File: config.mk
export PLATFORM = sky130hd
export DESIGN_NAME = fhsp_divider
export DESIGN_NICKNAME = d
export VERILOG_FILES = /design/src/fhsp_pkg.sv /design/src/fhsp_divider.sv
export SDC_FILE = /design/constraint.sdc
export NUM_CORES = 1
export LEC_CHECK = 0
export BUFFER_PORTS_ARGS = -buffer_cell sky130_fd_sc_hd__buf_2
export CAP_MARGIN = 10
export CORE_MARGIN = 2
export CORE_UTILIZATION = 49
export DETAILED_ROUTE_END_ITERATION = 12
export HOLD_SLACK_MARGIN = 0.05
export PLACE_DENSITY = 0.76
export SYNTH_ARGS = -nofsm -noshare
export SYNTH_HDL_FRONTEND = slang
export SYNTH_SLANG_ARGS = --single-unit
File: constraint.sdc
create_clock -name clock -period 2.2 [get_ports clock]
set_input_delay 0.11 -clock clock [delete_from_list [all_inputs] [get_ports clock]]
set_output_delay 0.11 -clock clock [all_outputs]
set_load 0.005 [all_outputs]
File: src/fhsp_pkg.sv
// Package: types, constants and codes for the floating horizon segment plotter.
`default_nettype none
package fhsp_pkg;
   localparam int MaxColumns    = 2048;
   localparam int MaxSteps      = 64;
   localparam int CoordFracBits = 4;
   localparam int WalkFrac      = 16;
   localparam int ColBits       = $clog2(MaxColumns);
   localparam int StepBits      = $clog2(MaxSteps + 1);
   localparam int HorBits       = 16;

   localparam logic [1:0] STATUS_IN_FIELD = 2'd0;
   localparam logic [1:0] STATUS_LEFT     = 2'd1;
   localparam logic [1:0] STATUS_TOO_LONG = 2'd2;

   localparam logic CMD_DRAW  = 1'b0;
   localparam logic CMD_CLEAR = 1'b1;

   localparam logic [0:0] CSR_FIELD_WIDTH  = 1'b0;
   localparam logic [0:0] CSR_FIELD_HEIGHT = 1'b1;

   typedef struct packed {
      logic               command;
      logic signed [15:0] start_x;
      logic signed [15:0] start_y;
      logic signed [15:0] end_x;
      logic signed [15:0] end_y;
   } req_type;

   typedef struct packed {
      logic [10:0] pixel_x;
      logic [10:0] pixel_y;
      logic        plotted;
      logic [1:0]  status;
      logic        last;
   } rsp_type;

   typedef enum logic [3:0] {
      ST_IDLE, ST_CLEAR, ST_SETUP, ST_DIVX, ST_DIVY, ST_SIGN,
      ST_CHECK, ST_READ, ST_UPDATE, ST_OUT
   } state_type;
endpackage
`default_nettype wire

File: src/fhsp_divider.sv
// Restoring divider: 33-bit dividend by 17-bit divisor, one quotient bit per cycle.
`default_nettype none
module fhsp_divider (
   input  wire logic        clock,
   input  wire logic        reset,
   input  wire logic        start,
   input  wire logic [32:0] dividend,
   input  wire logic [16:0] divisor,
   output logic             done,
   output logic [32:0]      quotient
);
   import fhsp_pkg::*;

   logic [32:0] quot_ff, quot_in;
   logic [17:0] rem_ff, rem_in;
   logic [16:0] den_ff, den_in;
   logic [5:0]  cnt_ff, cnt_in;
   logic        busy_ff, busy_in;
   logic        done_ff, done_in;
   logic [17:0] trial;

   always_comb begin
      quot_in = quot_ff;
      rem_in  = rem_ff;
      den_in  = den_ff;
      cnt_in  = cnt_ff;
      busy_in = busy_ff;
      done_in = 1'b0;
      trial   = {rem_ff[16:0], quot_ff[32]};
      if (start) begin
         quot_in = dividend;
         rem_in  = '0;
         den_in  = divisor;
         cnt_in  = 6'd33;
         busy_in = 1'b1;
      end else if (busy_ff) begin
         if (trial >= {1'b0, den_ff}) begin
            rem_in  = trial - {1'b0, den_ff};
            quot_in = {quot_ff[31:0], 1'b1};
         end else begin
            rem_in  = trial;
            quot_in = {quot_ff[31:0], 1'b0};
         end
         cnt_in = cnt_ff - 6'd1;
         if (cnt_ff == 6'd1) begin
            busy_in = 1'b0;
            done_in = 1'b1;
         end
      end
   end

   always_ff @(posedge clock) begin
      quot_ff <= quot_in;
      rem_ff  <= rem_in;
      den_ff  <= den_in;
      cnt_ff  <= cnt_in;
      if (reset) begin
         busy_ff <= 1'b0;
         done_ff <= 1'b0;
      end else begin
         busy_ff <= busy_in;
         done_ff <= done_in;
      end
   end

   assign done     = done_ff;
   assign quotient = quot_ff;

   property p_done_after_busy;
      @(posedge clock) disable iff (reset) done_ff |-> $past(busy_ff);
   endproperty
   a_done_after_busy: assert property (p_done_after_busy) else $error("done without busy");

   property p_cnt_zero_idle;
      @(posedge clock) disable iff (reset) (busy_ff && !start) |-> (cnt_ff != 6'd0);
   endproperty
   a_cnt_zero_idle: assert property (p_cnt_zero_idle) else $error("busy with zero count");

   property p_rem_bound;
      @(posedge clock) disable iff (reset) (busy_ff && !start) |=> (rem_ff < {1'b0, den_ff});
   endproperty
   a_rem_bound: assert property (p_rem_bound) else $error("remainder out of range");
endmodule
`default_nettype wire

==> run metrics <==
status finished with violations; failing checks negative setup slack; maxcap violations 0; register area share after synthesis 49.57%; worst path arrival time 2390 ps; YS warnings 0; Leakage Power 2.302 nW; Synth Flop Type edfxtp_1; initial core utilization 49.91%; placed insts 571; Yosys cell types 58; Final period util 103.7%; drt first-iter violations 153; Synth area leaders edfxtp_1 (37%), dfxtp_1 (12%), mux2_2 (9.5%); Fin Clk Skew 7.436 ps; Cell Pwr Density 638.7 nW/um2; Slew Viols, Final 0; CTS H-Tree Depth 3; ANT cells 0; vias in the first global route 3369; Worst setup EP type flip-flop; Worst-path clk slew 80 ps; Psw 0.9934 mW; vias per cell 5.402; fin nets 583; Die Height 94.79 um; worst slew pin tran 773.1 ps; CTS tree built; VDD IR max 0.0003611 V; most used cell, CP inv_2; Final Hold Viols 0; switch share 27.84%; syn_nets 432; clk root buf clkbuf_8; Die ar. 8985 um2; RSZ-0062 raised after global routing true; Synth top area share 37.17%; critical path's slowest cell edfxtp_1; Synth Register Bits 75; largest net degree at the start of global routing 32; Clock Path Buffers 2; sequential share of power 47.7%; EDFF count, synth 50; critical path depth 10; area delta synth->final 38.32%; Pint 2.575 mW; GP Congestion 0.9242; CP Launch Type flip-flop; Comb pwr share 22.4%; worst relative slew slack 48.36%; CP max stage delay 430 ps; post-synthesis cell count 359; worst path cell trace inv_2, ha_4, inv_2, fa_2, a21oi_2, o21ai_2, a2bb2oi_4, o211ai_4, buf_6, mux2_2; Setup Viol. Count Final 9; Port Buffers 86; syn_area_per_cell 11.25 um2; Syn Std Cell Area 4039 um2; kind of critical path reg2reg; final cell count without fillers 620; CTS sink cnt 75; number of CTS-inserted buffers 9; drt pass-1 iters 4; routed len/inst 16.24 um; Max Clock Freq 438.2 MHz; final wirelength 10070 um; hold path cells 2; CP max FO 6; Die X 94.79 um; DP Worst Slack -108.1 ps; total gr overflow 0; I/O pins 87; Placeable Area 8093 um2; Hold Crit Class in2reg; Overall Global Routing Usage 22.48%; setup ws final -82.06 ps; required time of the critical path 2310 ps; final setup TNS -332.7 ps; HPWL Detailed 6811 um; Clk pwr share 29.9%; DRC violations left 0; first-pass GRT wire length 15570 um; crit path buf inv count 3; Row Count 33; via count 3349; layout cells sized above 1 44.66%; delay-heaviest family, CP compound AO/OA/AOI/OAI gates; later-pin clock latency in the skew report 350 ps; Yosys top cell by area edfxtp_1; initial antenna violation count 0; Routed Antenna Nets 0; Reg2Reg Depth 10; async set-reset flop share out of synthesis 0%; Final min period 2282 ps
## worst paths after layout
| path | from | to | slack, ps |
|---|---|---|---|
| max | quotient[32] | quotient[0] | -80 |
| min | dividend[0] | quotient[0] | 60 |
| max reg2reg | quotient[32] | quotient[0] | -80 |
| min reg2reg | rem_ff[2] | rem_ff[2] | 480 |
## sequential cells by signal, summed over array words and instances, names as in the netlist
name      cells
cnt_ff        6
busy_ff       1
rem_ff       17
done          1
quotient     33
den_ff       17
## what timing repair did
action,4_1_cts,5_1_grt
hold buffers,25,1
resized for setup,17,41
endpoints found under the setup margin,14,18
hold endpoints to repair,26,1
buffers inserted,3,4
pin swaps,8,15
## layout by cell type (no fill, tap or decap), drive strengths merged, types with 4 or more instances in the layout
| cell | netlist | final |
|---|---|---|
| a211oi | 8 | 8 |
| a21oi | 21 | 21 |
| buf | 11 | 130 |
| clkbuf | 5 | 10 |
| dfxtp | 25 | 25 |
| dlygate4sd3 | 0 | 26 |
| edfxtp | 50 | 50 |
| ha | 19 | 19 |
| inv | 24 | 25 |
| mux2 | 34 | 34 |
| mux2i | 6 | 6 |
| nand2 | 28 | 28 |
| nand2b | 5 | 5 |
| nand3 | 6 | 6 |
| nor2 | 23 | 23 |
| o21ai | 20 | 20 |
| o21bai | 4 | 4 |
| or3 | 4 | 4 |
| xnor2 | 12 | 12 |
| xor2 | 4 | 4 |
## routing by layer
metal | GRT usage [%] | vias up | part of all wire (%)
met3 | 5.507 | 24 | 7.0
met5 | 0 | - | 0
met1 | 27.27 | 1573 | 41
met4 | 8.816 | 0 | 2.5
met2 | 38.42 | 134 | 50
li1 | - | 1618 | -
## cell usage after synthesis, drive strengths merged (2+ instances only)
cell type  count
a211oi         8
a21o           2
a21oi         21
a31o           3
a31oi          3
and2           2
and3           2
buf           11
clkbuf         5
dfxtp         25
edfxtp        50
ha            19
inv           24
mux2          34
mux2i          6
nand2         28
nand2b         5
nand3          6
nor2          23
nor2b          3
nor3           3
nor4           3
o211ai         2
o21a           3
o21ai         20
o21bai         4
o221ai         3
o22ai          2
o2bb2a         2
o31a           2
or3            4
xnor2         12
xor2           4
## power by group through the flow
stage          sequential [mW]  combinational [mW]  clock [mW]
2_1_floorplan             1.72               0.383           0
3_3_place_gp              1.72               0.639           0
3_5_place_dp              1.73               0.657           0
4_1_cts                   1.70               0.724        1.09
5_1_grt                   1.72               0.867        1.14
6_report                  1.70               0.799        1.07
## logic make-up (layout without fill, tap and decap cells)
group                    count (synthesis)  after routing  synth area share (%)
AO/OA/AOI/OAI                           83             83                 14.44
XOR/XNOR                                16             16                 3.470
adder cells (fa/ha/maj)                 20             20                 6.382
buffers and inverters                   40            196                 4.646
flip-flops                              75             75                 49.57
multiplexers                            40             40                 10.97
AND/OR/NAND/NOR                         85             85                 10.53
## per-stage QoR
step | power, mW | area, um2 | util, % | hold slack [ps]
detailed placement | 2.384 | 4812 | 59.46 | 288.3
global route | 3.723 | 5587 | 69.03 | 51.41
finish | 3.568 | 5587 | 69.03 | 61.97
global placement | 2.361 | 4812 | 59.46 | 288.6
floorplan | 2.104 | 4058 | - | 182.4
CTS | 3.514 | 5346 | 66.06 | 50.15
## area by class of cell
type,count,area [um2]
Inverter,24,90.09
Fill cell,627,2506
Tap cell,105,131.4
Multi-Input combinational cell,244,2122
Sequential cell,75,2002
Clock buffer,10,127.6
Timing Repair Buffer,156,1049
Clock inverter,6,65.06
No activity file was read; power rests on OpenSTA's default activity.
